[src/rtl/cobsd_pkg.sv]
// Shared types and constants for the COBS frame decoder.
// No dependencies; imported by every module of the block.
`default_nettype none

package cobsd_pkg;

    // Field widths fixed by the frame format
    localparam int unsigned BYTE_BITS     = 8;
    localparam int unsigned LENGTH_BITS   = 16;
    localparam int unsigned CFG_ADDR_BITS = 3;
    localparam int unsigned CFG_DATA_BITS = 32;

    // Code byte that opens a segment with no restored zero after it
    localparam logic [BYTE_BITS-1:0] LONG_CODE = 8'hFF;

    // Reset value of the output limit: full range
    localparam logic [LENGTH_BITS-1:0] LIMIT_RESET = '1;

    // Default depth of the result queue between decode and output stage
    localparam int unsigned QUEUE_DEPTH_DEF = 4;

    // Configuration register word indexes
    typedef enum logic [0:0] {
        REG_OUTPUT_LIMIT = 1'b0
    } reg_idx_t;

    // Frame end status
    typedef enum logic [1:0] {
        ST_OK       = 2'd0,
        ST_ZERO     = 2'd1,
        ST_PAST_END = 2'd2,
        ST_OVERFLOW = 2'd3
    } status_t;

    // One encoded word in
    typedef struct packed {
        logic [BYTE_BITS-1:0]   data_byte;
        logic [LENGTH_BITS-1:0] frame_length;
        logic                   last_byte;
    } item_t;

    // One decoded word out
    typedef struct packed {
        logic [BYTE_BITS-1:0]   out_byte;
        logic                   byte_valid;
        logic                   frame_done;
        status_t                status;
        logic [LENGTH_BITS-1:0] out_length;
    } result_t;

endpackage

`default_nettype wire

[src/rtl/cobsd_front.sv]
// Decode front end: accepts encoded words, tracks frame state, builds results.
// Depends on cobsd_pkg; pushes into cobsd_queue.
`default_nettype none

module cobsd_front
    import cobsd_pkg::*;
(
    input  wire logic                   clk,
    input  wire logic                   rst_n,
    input  wire logic                   accept,
    input  wire item_t                  item,
    input  wire logic [LENGTH_BITS-1:0] output_limit,
    output      logic                   push_res,
    output      result_t                res
);

    logic                   disc_reg,   disc_next;
    logic [LENGTH_BITS-1:0] bpos_reg,   bpos_next;
    logic [LENGTH_BITS:0]   ncode_reg,  ncode_next;
    logic                   long_reg,   long_next;
    logic [LENGTH_BITS-1:0] ocount_reg, ocount_next;

    // Frame state registers
    always_ff @(posedge clk or negedge rst_n)
    begin
        if (!rst_n)
        begin
            disc_reg   <= 1'b0;
            bpos_reg   <= '0;
            ncode_reg  <= '0;
            long_reg   <= 1'b0;
            ocount_reg <= '0;
        end
        else
        begin
            disc_reg   <= disc_next;
            bpos_reg   <= bpos_next;
            ncode_reg  <= ncode_next;
            long_reg   <= long_next;
            ocount_reg <= ocount_next;
        end
    end

    // Per-word decode: drop after an error, else overflow, zero, code word or data word
    always_comb
    begin
        status_t                st;
        logic                   emit;
        logic [BYTE_BITS-1:0]   ob;
        logic [LENGTH_BITS:0]   target;
        logic                   clear;

        disc_next   = disc_reg;
        bpos_next   = bpos_reg;
        ncode_next  = ncode_reg;
        long_next   = long_reg;
        ocount_next = ocount_reg;
        push_res    = 1'b0;
        res         = '0;
        st          = ST_OK;
        emit        = 1'b0;
        ob          = '0;
        target      = {1'b0, bpos_reg} + {{(LENGTH_BITS+1-BYTE_BITS){1'b0}}, item.data_byte};
        clear       = 1'b0;

        if (accept)
        begin
            if (disc_reg)
            begin
                // dropping the rest of a failed frame
                clear = item.last_byte;
            end
            else
            begin
                priority if (ocount_reg >= output_limit)
                begin
                    st = ST_OVERFLOW;
                end
                else if (item.data_byte == '0)
                begin
                    st = ST_ZERO;
                end
                else if ({1'b0, bpos_reg} == ncode_reg)
                begin
                    // code word: restore a zero unless frame start or after 0xFF
                    emit       = (bpos_reg != '0) && !long_reg;
                    ncode_next = target;
                    long_next  = (item.data_byte == LONG_CODE);
                    if (target > {1'b0, item.frame_length})
                    begin
                        st   = ST_PAST_END;
                        emit = 1'b0;
                    end
                end
                else
                begin
                    emit = 1'b1;
                    ob   = item.data_byte;
                end

                if (st != ST_OK)
                begin
                    push_res       = 1'b1;
                    res.frame_done = 1'b1;
                    res.status     = st;
                    if (item.last_byte)
                        clear = 1'b1;
                    else
                        disc_next = 1'b1;
                end
                else
                begin
                    ocount_next = ocount_reg + {{(LENGTH_BITS-1){1'b0}}, emit};
                    bpos_next   = bpos_reg + {{(LENGTH_BITS-1){1'b0}}, 1'b1};
                    if (item.last_byte)
                    begin
                        push_res       = 1'b1;
                        res.out_byte   = ob;
                        res.byte_valid = emit;
                        res.frame_done = 1'b1;
                        res.status     = ST_OK;
                        res.out_length = ocount_next;
                        clear          = 1'b1;
                    end
                    else if (emit)
                    begin
                        push_res       = 1'b1;
                        res.out_byte   = ob;
                        res.byte_valid = 1'b1;
                    end
                end
            end

            if (clear)
            begin
                disc_next   = 1'b0;
                bpos_next   = '0;
                ncode_next  = '0;
                long_next   = 1'b0;
                ocount_next = '0;
            end
        end
    end

    // An error result never carries a byte
    a_err_no_byte: assert property (@(posedge clk) disable iff (!rst_n)
        push_res && (res.status != ST_OK) |-> !res.byte_valid)
        else $error("error result carries a byte");

    // A result either ends a frame or carries a byte
    a_no_empty_res: assert property (@(posedge clk) disable iff (!rst_n)
        push_res |-> (res.frame_done || res.byte_valid))
        else $error("empty result pushed");

    // The last word of a frame leaves clean frame state behind
    a_last_clears: assert property (@(posedge clk) disable iff (!rst_n)
        accept && item.last_byte |=> !disc_reg && (bpos_reg == '0) && (ocount_reg == '0))
        else $error("frame state not cleared at last word");

endmodule

`default_nettype wire

[src/rtl/cobsd_queue.sv]
// Short result queue between the decode front end and the output stage.
// Depends on cobsd_pkg for the result type.
`default_nettype none

module cobsd_queue
    import cobsd_pkg::*;
#(
    parameter int unsigned DEPTH = QUEUE_DEPTH_DEF
)
(
    input  wire logic    clk,
    input  wire logic    rst_n,
    input  wire logic    wr_en,
    input  wire result_t wr_data,
    input  wire logic    rd_en,
    output      result_t rd_data,
    output      logic    full,
    output      logic    empty
);

    localparam int unsigned PTR_W = (DEPTH > 1) ? $clog2(DEPTH) : 1;
    localparam int unsigned CNT_W = $clog2(DEPTH + 1);
    localparam logic [PTR_W-1:0] PTR_LAST = PTR_W'(DEPTH - 1);
    localparam logic [CNT_W-1:0] CNT_FULL = CNT_W'(DEPTH);

    result_t            slot_reg [DEPTH];
    logic [PTR_W-1:0]   wr_ptr_reg, wr_ptr_next;
    logic [PTR_W-1:0]   rd_ptr_reg, rd_ptr_next;
    logic [CNT_W-1:0]   count_reg,  count_next;

    assign full    = (count_reg == CNT_FULL);
    assign empty   = (count_reg == '0);
    assign rd_data = slot_reg[rd_ptr_reg];

    // Pointer and fill count update
    always_comb
    begin
        wr_ptr_next = wr_ptr_reg;
        rd_ptr_next = rd_ptr_reg;
        count_next  = count_reg;
        if (wr_en)
            wr_ptr_next = (wr_ptr_reg == PTR_LAST) ? '0 : wr_ptr_reg + PTR_W'(1);
        if (rd_en)
            rd_ptr_next = (rd_ptr_reg == PTR_LAST) ? '0 : rd_ptr_reg + PTR_W'(1);
        if (wr_en && !rd_en)
            count_next = count_reg + CNT_W'(1);
        else if (rd_en && !wr_en)
            count_next = count_reg - CNT_W'(1);
    end

    always_ff @(posedge clk or negedge rst_n)
    begin
        if (!rst_n)
        begin
            wr_ptr_reg <= '0;
            rd_ptr_reg <= '0;
            count_reg  <= '0;
        end
        else
        begin
            wr_ptr_reg <= wr_ptr_next;
            rd_ptr_reg <= rd_ptr_next;
            count_reg  <= count_next;
        end
    end

    // Slot storage, no reset
    always_ff @(posedge clk)
    begin
        if (wr_en)
            slot_reg[wr_ptr_reg] <= wr_data;
    end

    // Fill count stays within the depth
    a_count_range: assert property (@(posedge clk) disable iff (!rst_n)
        count_reg <= CNT_FULL)
        else $error("queue count out of range");

    // No write into a full queue unless it is also read, no read from an empty one
    a_no_overrun: assert property (@(posedge clk) disable iff (!rst_n)
        !(wr_en && full && !rd_en) && !(rd_en && empty))
        else $error("queue overrun or underrun");

endmodule

`default_nettype wire

[src/rtl/cobsd_back.sv]
// Output stage: holds the oldest result on the result port until popped.
// Depends on cobsd_pkg; drains cobsd_queue.
`default_nettype none

module cobsd_back
    import cobsd_pkg::*;
(
    input  wire logic    clk,
    input  wire logic    rst_n,
    input  wire logic    q_empty,
    input  wire result_t q_data,
    output      logic    q_pop,
    input  wire logic    pop,
    output      logic    empty,
    output      result_t result
);

    logic    hold_reg, hold_next;
    result_t data_reg;

    // Refill whenever the held word leaves or nothing is held
    assign q_pop     = !q_empty && (!hold_reg || pop);
    assign hold_next = q_pop || (hold_reg && !pop);
    assign empty     = !hold_reg;
    assign result    = data_reg;

    always_ff @(posedge clk or negedge rst_n)
    begin
        if (!rst_n)
            hold_reg <= 1'b0;
        else
            hold_reg <= hold_next;
    end

    always_ff @(posedge clk)
    begin
        if (q_pop)
            data_reg <= q_data;
    end

endmodule

`default_nettype wire

[src/rtl/cobs_frame_decoder_unit.sv]
// COBS frame decoder, top level: config register, decode front end, queue, output stage.
// Depends on cobsd_pkg, cobsd_front, cobsd_queue, cobsd_back.
//
// Decodes COBS-encoded frames one encoded word per cycle. Each input word carries
// the encoded byte, the frame length and a last flag; each result word carries a
// decoded byte, a frame-done marker with status (ok, zero in input, code past frame
// end, output overflow) and, for a good frame, the decoded length. A code word at the
// start of a frame or right after a 0xFF code yields no result unless it ends the
// frame; dropped words after an error yield none. One word is accepted every cycle
// while full is low; full rises when the result queue holds QUEUE_DEPTH words, so
// sustained rate is one word per cycle as long as the result side pops each cycle.
// A result enters the queue at the edge that accepts its word and moves on into the
// output register when it is empty or popped. The user must write output_limit over APB
// at word address 0 only while the block is idle; the block does not enforce it.
`default_nettype none

module cobs_frame_decoder_unit
    import cobsd_pkg::*;
#(
    parameter int unsigned QUEUE_DEPTH = QUEUE_DEPTH_DEF
)
(
    input  wire logic                     clk,
    input  wire logic                     rst_n,
    // encoded side
    input  wire logic                     push,
    output      logic                     full,
    input  wire item_t                    item,
    // decoded side
    output      logic                     empty,
    input  wire logic                     pop,
    output      result_t                  result,
    // configuration
    input  wire logic                     psel,
    input  wire logic                     penable,
    input  wire logic                     pwrite,
    input  wire logic [CFG_ADDR_BITS-1:0] paddr,
    input  wire logic [CFG_DATA_BITS-1:0] pwdata,
    output      logic [CFG_DATA_BITS-1:0] prdata,
    output      logic                     pready
);

    logic [LENGTH_BITS-1:0] limit_reg;
    logic                   cfg_wr;
    logic                   sel_limit;
    logic                   accept;
    logic                   push_res;
    result_t                res;
    logic                   q_pop;
    logic                   q_empty;
    result_t                q_data;

    // Configuration register
    assign pready    = 1'b1;
    assign sel_limit = (reg_idx_t'(paddr[2]) == REG_OUTPUT_LIMIT);
    assign cfg_wr    = psel && penable && pwrite && pready && sel_limit;
    assign prdata    = sel_limit
                     ? {{(CFG_DATA_BITS-LENGTH_BITS){1'b0}}, limit_reg} : '0;

    always_ff @(posedge clk or negedge rst_n)
    begin
        if (!rst_n)
            limit_reg <= LIMIT_RESET;
        else if (cfg_wr)
            limit_reg <= pwdata[LENGTH_BITS-1:0];
    end

    assign accept = push && !full;

    // Decode front end
    cobsd_front u_front (
        .clk          (clk),
        .rst_n        (rst_n),
        .accept       (accept),
        .item         (item),
        .output_limit (limit_reg),
        .push_res     (push_res),
        .res          (res)
    );

    // Result queue
    cobsd_queue #(
        .DEPTH (QUEUE_DEPTH)
    ) u_queue (
        .clk     (clk),
        .rst_n   (rst_n),
        .wr_en   (push_res),
        .wr_data (res),
        .rd_en   (q_pop),
        .rd_data (q_data),
        .full    (full),
        .empty   (q_empty)
    );

    // Output stage
    cobsd_back u_back (
        .clk     (clk),
        .rst_n   (rst_n),
        .q_empty (q_empty),
        .q_data  (q_data),
        .q_pop   (q_pop),
        .pop     (pop),
        .empty   (empty),
        .result  (result)
    );

endmodule

`default_nettype wire
[config.mk]
export PLATFORM = sky130hd
export DESIGN_NAME = cobs_frame_decoder_unit
export DESIGN_NICKNAME = d
export VERILOG_FILES = /design/src/rtl/cobsd_pkg.sv /design/src/rtl/cobsd_front.sv /design/src/rtl/cobsd_queue.sv /design/src/rtl/cobsd_back.sv /design/src/rtl/cobs_frame_decoder_unit.sv
export SDC_FILE = /design/constraint.sdc
export NUM_CORES = 1
export LEC_CHECK = 0
export BUFFER_PORTS_ARGS = -buffer_cell sky130_fd_sc_hd__buf_2
export CORE_MARGIN = 4
export CORE_UTILIZATION = 53
export CTS_CLUSTER_DIAMETER = 150
export DETAILED_ROUTE_END_ITERATION = 8
export GPL_TIMING_DRIVEN = 0
export PLACE_DENSITY = 0.8
export SYNTH_ARGS = -nofsm -noshare
export SYNTH_HDL_FRONTEND = slang
export SYNTH_SLANG_ARGS = --single-unit
[constraint.sdc]
create_clock -name clk -period 4.98 [get_ports clk]
set_input_delay 0.996 -clock clk [delete_from_list [all_inputs] [get_ports clk]]
set_output_delay 0.996 -clock clk [all_outputs]
set_load 0.005 [all_outputs]
; Word-level counts from Yosys, hierarchy flattened
; Memory sizes are Yosys's and may differ from the RTL's. A register that Yosys moved wholly into a read port is not among the register bits.
; Cells that the tools add are included.
[classes]
n_addsub = 7
order_cmp = 2
eq_ne = 9
mux = 58
bitwise = 1
n_reduce_logical = 26
[ops]
columns = cell, n
row1 = 2-to-1 mux 16 bit, 8
row2 = 2-to-1 mux 17 bit, 5
row3 = 2-to-1 mux 28 bit, 2
row4 = 2-to-1 mux 9 bit, 3
row5 = 2-to-1 mux 1 bit, 25
row6 = 2-to-1 mux 8 bit, 3
row7 = 2-to-1 mux 19 bit, 1
row8 = adder 16 x 8 -> 17 bit, 1
row9 = equality test 16 x 17 -> 1 bit, 1
row10 = greater-than comparator 17 x 16 -> 1 bit, 1
row11 = adder 16 x 1 -> 16 bit, 1
row12 = adder 16 x 1 -> 16 bit (second input constant), 1
row13 = >= comparator 16 bit, 1
row14 = 2-to-1 mux 2 bit, 8
row15 = nonzero test 16 bit, 1
row16 = logical AND 1 bit, 9
row17 = 2-to-1 mux 3 bit, 3
row18 = equality test 8 bit (second input constant), 1
row19 = zero test 8 bit, 1
row20 = != test 2 bit (second input constant), 4
row21 = zero test 1 bit, 7
row22 = nonzero test 2 bit, 3
row23 = AND reduction 5 bit, 1
row24 = adder 2 x 1 -> 2 bit (second input constant), 2
row25 = 8 further kinds, 10
[totals]
reg_bits = 75
ram_bits = 112
input_bits = 67
output_inout_bits = 63
wordCells = 114
memories = 1
[mem_list]
columns = memory, words, word_bits, rd, rd_ports_with_merged_regs, wr, line
row1 = u_queue.slot_reg, 4, 28, 1, 1, 1, cobsd_queue.sv:26  ; result_t slot_reg [DEPTH];

; Longest topological paths before layout
; Gate-level depths: netlist (run 1).
[logic_depth]
ltp_word = 17
mapped_depth = 26

; By module
; Synthesis (run 1) repeated with hierarchy kept, for this count alone.
[hier_totals]
hier_cells = 897
area_unflattened_um2 = 11220.8
[by_module_without_submodules]
columns = mod, n_inst, cells_each, area_each_um2, seq_area_each_um2
row1 = cobsd_front, 1, 610, 4954.8, 1276.2
row2 = cobsd_queue, 1, 183, 4456.8, 3538.4
row3 = cobs_frame_decoder_unit, 1, 71, 925.9, 420.4
row4 = cobsd_back, 1, 33, 883.3, 865.8

; Least setup slack after synthesis (run 1)
; Ideal clock, no wire load.
[synth_timing]
path_kind = input-to-reg
from = input item[17] in the netlist's numbering
to = register u_front.ocount_reg[14]
setup_ps = 129
arrival_ps = 5796
path_slack_ps = -945
path_stages = 26
cell_sequence = ha_1 -> inv_1 -> fa_1 -> nor2b_1 -> o31a_1 -> o41a_1 -> and2_1 -> xor2_1 -> ha_1 -> nand4_1 -> or4_1 -> o21ai_0 -> a2bb2oi_2 -> a31oi_1 -> nor2_1 -> ha_1 -> ha_1 -> nand3_1 -> or3_1 -> clkbuf_1 -> nor2_1 -> and3_1 -> nand3_1 -> nor3_1 -> xnor2_1 -> o21ai_1
[synth_via]
elab_chain_len = 12
[synth_rtl]
columns = element, line
row1 = from (decl), cobs_frame_decoder_unit.sv:28  ; input wire item_t item,
row2 = adder 16 x 8 -> 17 bit, cobsd_front.sv:63  ; target = {1'b0, bpos_reg} + {{(LENGTH_BITS+1-BYTE_BITS){1'b0}}, item.data_byte};
row3 = greater-than comparator 17 x 16 -> 1 bit, cobsd_front.sv:89  ; if (target > {1'b0, item.frame_length})
row4 = 2-to-1 mux 1 bit, cobsd_front.sv:89
row5 = 2-to-1 mux 1 bit, cobsd_front.sv:83  ; else if ({1'b0, bpos_reg} == ncode_reg)
row6 = 2-to-1 mux 1 bit, cobsd_front.sv:79  ; else if (item.data_byte == '0)
row7 = 2-to-1 mux 1 bit, cobsd_front.sv:75  ; priority if (ocount_reg >= output_limit)
row8 = 2-to-1 mux 1 bit, cobsd_front.sv:68  ; if (disc_reg)
row9 = 2-to-1 mux 1 bit, cobsd_front.sv:66  ; if (accept)
row10 = adder 16 x 1 -> 16 bit, cobsd_front.sv:113  ; ocount_next = ocount_reg + {{(LENGTH_BITS-1){1'b0}}, emit};
row11 = 2-to-1 mux 16 bit, cobsd_front.sv:101  ; if (st != ST_OK)
row12 = 2-to-1 mux 16 bit, cobsd_front.sv:68
row13 = 2-to-1 mux 16 bit, cobsd_front.sv:134  ; if (clear)
row14 = to (signal assigned), cobsd_front.sv:40  ; ocount_reg <= ocount_next;
row15 = to (decl), cobsd_front.sv:21  ; logic [LENGTH_BITS-1:0] ocount_reg, ocount_next;
; Parallel ways exist; a longest one is shown, timed or not. The select of a mux whose other input is x is not followed.
; A chain may end at the register's enable or synchronous reset.

==> out/metrics.csv, run 1 <==
metric,value,unit
status,"complete, but fails checks",
violations,negative setup slack,
grt_max_degree,69,
synth-seq-cells,215,
grt-ovfl-total,0,
dominantRegCellSynth,edfxtp_1,
antenna_left,0,
drv_cap,0,
maxSlewHeadroom,0.405,
finClkSkew,0.0196,ns
synth_top_cell_area_share,0.394,
r2r_slack,-0.27,ns
drt-wirelength-per-cell,18.3,µm
crit_fanout,4,
crit_path_end_kind,flop,
final_nets,1114,
yosys_warnings,0,
drc,0,
ff_latch_area,6100,µm²
crit_type,in -> reg,
top_usage_layer,met2,
pwr-share-seq,0.415,
slew_viol_final,0,
setup.worst_path.start_class,primary input,
clock_sinks,215,
async_reset_ff_frac,0.349,
use_met1,0.285,
vias,7327,
gp_congestion,0.844,
drt-initial-drc-count,594,
fin_crit_sh,1.06,
powerDensity,510,nW/µm²
worst_pin_slew,0.893,ns
synth_edf_count,140,
reg2reg_from,u_front.bpos_reg[1],
gr-usage-met3,0.0306,
hp-start,u_queue.count_reg[2],
hold_viol_final,0,
internal-power,4470,µW
port_buffers,92,
die-area,22500,µm²
drive_above_1_share,0.337,
grt_pass1_vias,7220,
start_util,0.543,
hold_class,reg -> reg,
cts_buffers,23,
most-common-layout-cells,"edfxtp_1, buf_2, buf_4, dfrtp_1, nor2_1",
p_switching,2170,µW
setup_tns,-8.68,ns
diodes,0,
power,6650,µW
setup_viol,40,
clock_latency,0.51,ns
first_pass_iters,7,
yosys.area.top_type,edfxtp_1,
pre_cts_ws,-1.50,ns
wl,23.4,mm
core,19700,µm²
syn_area_per_cell,13.0,µm²
grt.total_usage,0.208,
post-route-min-period,5.30,ns
largest_reg_flops,112,
clock_path_buffers,3,
synth-seq-area-share,0.572,
area_delta_synth_final,22.2,%
postCtsHoldBufs,0,
reg2reg_to,u_queue.slot_reg[0][14],
hold_path_depth,1,
syn_area,10700,µm²
clk_pin_slew,0.06,ns
fillers,1428,
reg2regPathDepth,23,
postLayoutCellArea,13000,µm²
p_leak,0.00541,µW
fp.dieH,150,µm
via_per_inst,5.74,
grt_antenna_before_repair,0,
worstHoldEndpoint,u_queue.count_reg[2],
vdd_drop_max,0.000256,V
die_w,150,µm
setup_slack,-0.320,ns
layout_commonest_cell,edfxtp_1,
syn_inst,823,
synth_area_leaders,"edfxtp_1, dfrtp_1, mux4_2",
grt_use_met2,0.346,
grt_pass1_wl,37.2,mm
p_clk_frac,0.239,
ioPinCount,130,
placementRows,51,
cts_tree,built,
comb_power_share,0.346,
rsz0062_at_grt,yes,
required,5.33,ns
dpl_cell_area,11700,µm²
multi_input_area,4570,µm²
dp_hpwl,15.7,mm
fmax,189,MHz
cts_root_buf,clkbuf_16,
p_sw_frac,0.327,
arrival,5.65,ns
yosysUniqueCellTypes,68,
htreeDepth,1,
==> through the flow <==
step,util,instances,hold slack (ns)
floorplan,-,838,0.451
global placement,0.592,1195,0.468
detailed placement,0.595,1197,0.472
CTS,0.649,1268,0.482
global route,0.663,1277,0.502
finish,0.663,1277,0.488
==> power by group through the flow <==
stage | registers (µW) | clock network (µW) | logic, µW
5_1_grt | 2800 | 1700 | 2540
3_3_place_gp | 2770 | 0 | 2030
4_1_cts | 2760 | 1610 | 2220
3_5_place_dp | 2790 | 0 | 2110
6_report | 2760 | 1590 | 2300
2_1_floorplan | 2750 | 0 | 1470
==> critical path, stage by stage <==
cell	delay, ns
buf_2	0.15
ha_2	0.33
a21o_1	0.25
o41a_1	0.48
and2_1	0.19
xor2_1	0.16
ha_1	0.34
nand4_1	0.09
or4_4	0.53
o21ai_4	0.10
a211o_1	0.21
a31oi_2	0.12
nor2_1	0.14
ha_2	0.23
ha_4	0.15
nand3_4	0.06
or3_4	0.36
nor2_4	0.10
and3_4	0.21
nand3_4	0.10
xor2_2	0.17
nor2_2	0.18
==> worst max-delay path by stage <==
| stage | start | endpoint | slack [ns] | cells after the start |
|---|---|---|---|---|
| 4_1_cts | item[17] | u_queue.slot_reg[1][14] | -0.25 | 25 |
| 6_report | item[24] | u_queue.slot_reg[0][14] | -0.32 | 22 |
| 5_1_grt | item[17] | u_queue.slot_reg[0][14] | -0.56 | 26 |
| 3_3_place_gp | item[18] | u_queue.slot_reg[0][14] | -1.34 | 26 |
| 3_5_place_dp | item[18] | u_queue.slot_reg[0][14] | -1.50 | 26 |
| 2_1_floorplan | item[17] | u_queue.slot_reg[0][14] | -0.61 | 25 |
==> cell usage after synthesis (all sizes together) (3+ instances only) <==
library cell    n
o21a            6
nand2b          3
nand2          43
dfrtp          59
a32o            5
dfstp          16
mux4           28
o21ai          25
ha             50
a22oi           4
nor2           58
and2            5
nor3           14
clkbuf         31
a211o           6
a2111oi         3
o211ai          8
or2             4
a21oi          15
and3           19
o311ai          3
a31o            4
nor3b           6
xor2           25
mux2           21
nor4b           3
buf            32
nor4           14
edfxtp        140
nor2b           7
inv            47
nand3          18
nand4          12
xnor2          30
or4             5
a22o           19
a32oi           4
==> cell families (layout without fill, tap and decap cells) <==
kind of cell / after synthesis / in the layout / synth area share
DFF: 215 / 215 / 0.572
and+or+nand+nor: 215 / 215 / 0.102
AOI/OAI and AO/OA: 124 / 124 / 0.0883
buffers and inverters: 110 / 284 / 0.0469
xor gates and xnor gates: 55 / 55 / 0.0452
adders and majority gates: 52 / 52 / 0.0624
muxes: 50 / 50 / 0.0822
other: 2 / 17 / 0.000704
==> cell type report <==
cell class,count,area share
Clock inverter,17,0.00912
Inverter,47,0.0135
Tap cell,265,0.0254
Clock buffer,25,0.0447
Sequential cell,215,0.468
Buffer,62,0.0247
Multi-Input combinational cell,513,0.351
Timing Repair Buffer,133,0.0637
==> metal layers <==
layer	wire length [µm]	part of all wire
met4	578	0.025
met2	11600	0.50
met3	1490	0.064
met5	0	0
met1	9750	0.42
==> what timing repair did <==
item / in CTS / in global routing
endpoints found under the setup margin: 225 / 232
gates resized for setup: 34 / 45
setup buffers: 30 / 9
pin swaps: 28 / 36
Note: power is estimated with default switching activity, not from simulation.
==> run 2: changes to the inputs <==
PLACE_DENSITY = unset   (was 0.8)
PLACE_DENSITY_LB_ADDON = 0.2   (was unset)
==> run 2 against run 1 <==
  * The run still ends with negative setup slack left
  * First-iteration DRC count decreased by 20%
  * Sequential cell count unchanged
  * Sequential power about the same
  * Design area fell by 0.62%
  * Critical path depth rose by 3
  * Sequential share of layout area is 0.29 points higher
==> out/metrics.csv, run 2 (synthesis results as in run 1) <==
metric,value,unit
crit_path_end_kind,flop,
largest_reg_flops,112,
start_util,0.543,
diodes,0,
drive_above_1_share,0.329,
clock_sinks,215,
wirelength_met1,10.3,mm
die_w,150,µm
cts_buffers,23,
required,5.22,ns
setup.worst_path.start_class,primary input,
powerDensity,514,nW/µm²
arrival,5.66,ns
drt-wirelength-per-cell,18.1,µm
violations,negative setup slack,
cp_top_family,simple AND/OR/NAND/NOR gates,
grt-ovfl-total,0,
worst_pin_slew,0.901,ns
max_stage_delay,0.50,ns
clock_latency,0.51,ns
reg2regPathDepth,24,
drc,0,
dpl_cell_area,11700,µm²
wl,22.8,mm
cts_root_buf,clkbuf_16,
most-common-layout-cells,"edfxtp_1, buf_2, dfrtp_1",
clk_pin_slew,0.07,ns
layout_commonest_cell,edfxtp_1,
post-route-min-period,5.42,ns
maxSlewHeadroom,0.399,
placementRows,51,
drv_cap,0,
vdd_drop_max,0.000505,V
die-area,22500,µm²
fp.dieH,150,µm
clock_path_buffers,3,
crit_slowest_cell,o41a_1,
wl_met3,1.21,mm
first_pass_iters,4,
grt_pass1_vias,6976,
htreeDepth,1,
multi_input_area,4580,µm²
hold_viol_final,0,
port_buffers,92,
crit_type,in -> reg,
pre_cts_ws,-1.38,ns
p_leak,0.00533,µW
status,"complete, but fails checks",
cp.buffers_inverters,3,
final_core_util,0.659,
postCtsHoldBufs,0,
ff_latch_area,6100,µm²
crit_path_frequent_cell,ha_4,
slew_viol_final,0,
gp_congestion,0.846,
core,19700,µm²
grt_max_degree,47,
via_per_inst,5.56,
fillers,1499,
rsz0062_at_grt,yes,
grt_antenna_before_repair,0,
finClkSkew,0.0219,ns
vias,7000,
setup_viol,46,
grt.total_usage,0.204,
ioPinCount,130,
dp_hpwl,15.6,mm
met2_length,11.0,mm
setup_slack,-0.437,ns
crit_fanout,5,
postLayoutCellArea,13000,µm²
fmax,185,MHz
antenna_left,0,
cts_tree,built,
final_nets,1100,
drt-initial-drc-count,475,
cp.depth,25,
hold_class,in -> async,
grt_pass1_wl,36.9,mm
fin_crit_sh,1.09,
area_delta_synth_final,21.5,%
highest_layer,met4,
-- run 2: where the power goes --
group          switching (µW)  total (µW)  leakage [µW]  internal, µW
clock network             675        1680      0.000360          1000
logic                    1250        2230       0.00269           984
registers                 213        2750       0.00228          2540
total                    2140        6660       0.00533          4520
-- run 2: repair_timing --
action,4_1_cts,5_1_grt
cloned,0,0
buffers inserted,16,10
pin swaps,27,19
endpoints found under the setup margin,229,223
gates resized for setup,44,38
-- run 2: per-layer routing --
metal,global-route usage,vias to the layer above
met4,0.0384,0
met3,0.0315,23
met1,0.298,3432
met5,0,-
li1,-,3351
met2,0.331,194
-- run 2: final timing paths --
path | slack (ns) | endpoint | start
worst max-delay path | -0.44 | u_queue.slot_reg[1][14] | item[17]
worst min-delay path | 0.44 | u_front.ocount_reg[7] | rst_n
worst max register to register | -0.37 | u_queue.slot_reg[1][14] | u_front.bpos_reg[0]
worst min register to register | 0.49 | u_front.ncode_reg[16] | u_front.ncode_reg[16]
max in group asynchronous | 3.91 | limit_reg[2] | rst_n
min in group clk | 0.49 | u_front.ncode_reg[16] | u_front.ncode_reg[16]
-- run 2: layout make-up --
cell class	instances	area share
repair buffers	119	0.0551
inverters	47	0.0136
multi-input cells	513	0.353
flip-flops and latches	215	0.471
clock inverters	13	0.0113
well taps	265	0.0256
clock buffers	26	0.0453
plain buffers	62	0.0248
-- run 2: stage by stage --
stage | power (µW) | setup TNS [ns] | hold WS, ns | std cells
after detailed placement | 4900 | -232.47 | 0.473 | 1197
after CTS | 6650 | -7.61 | 0.433 | 1251
after global routing | 7060 | -20.99 | 0.439 | 1260
after global placement | 4820 | -229.99 | 0.467 | 1195
final | 6660 | -11.35 | 0.438 | 1260
after floorplan | 4210 | -11.29 | 0.451 | 838
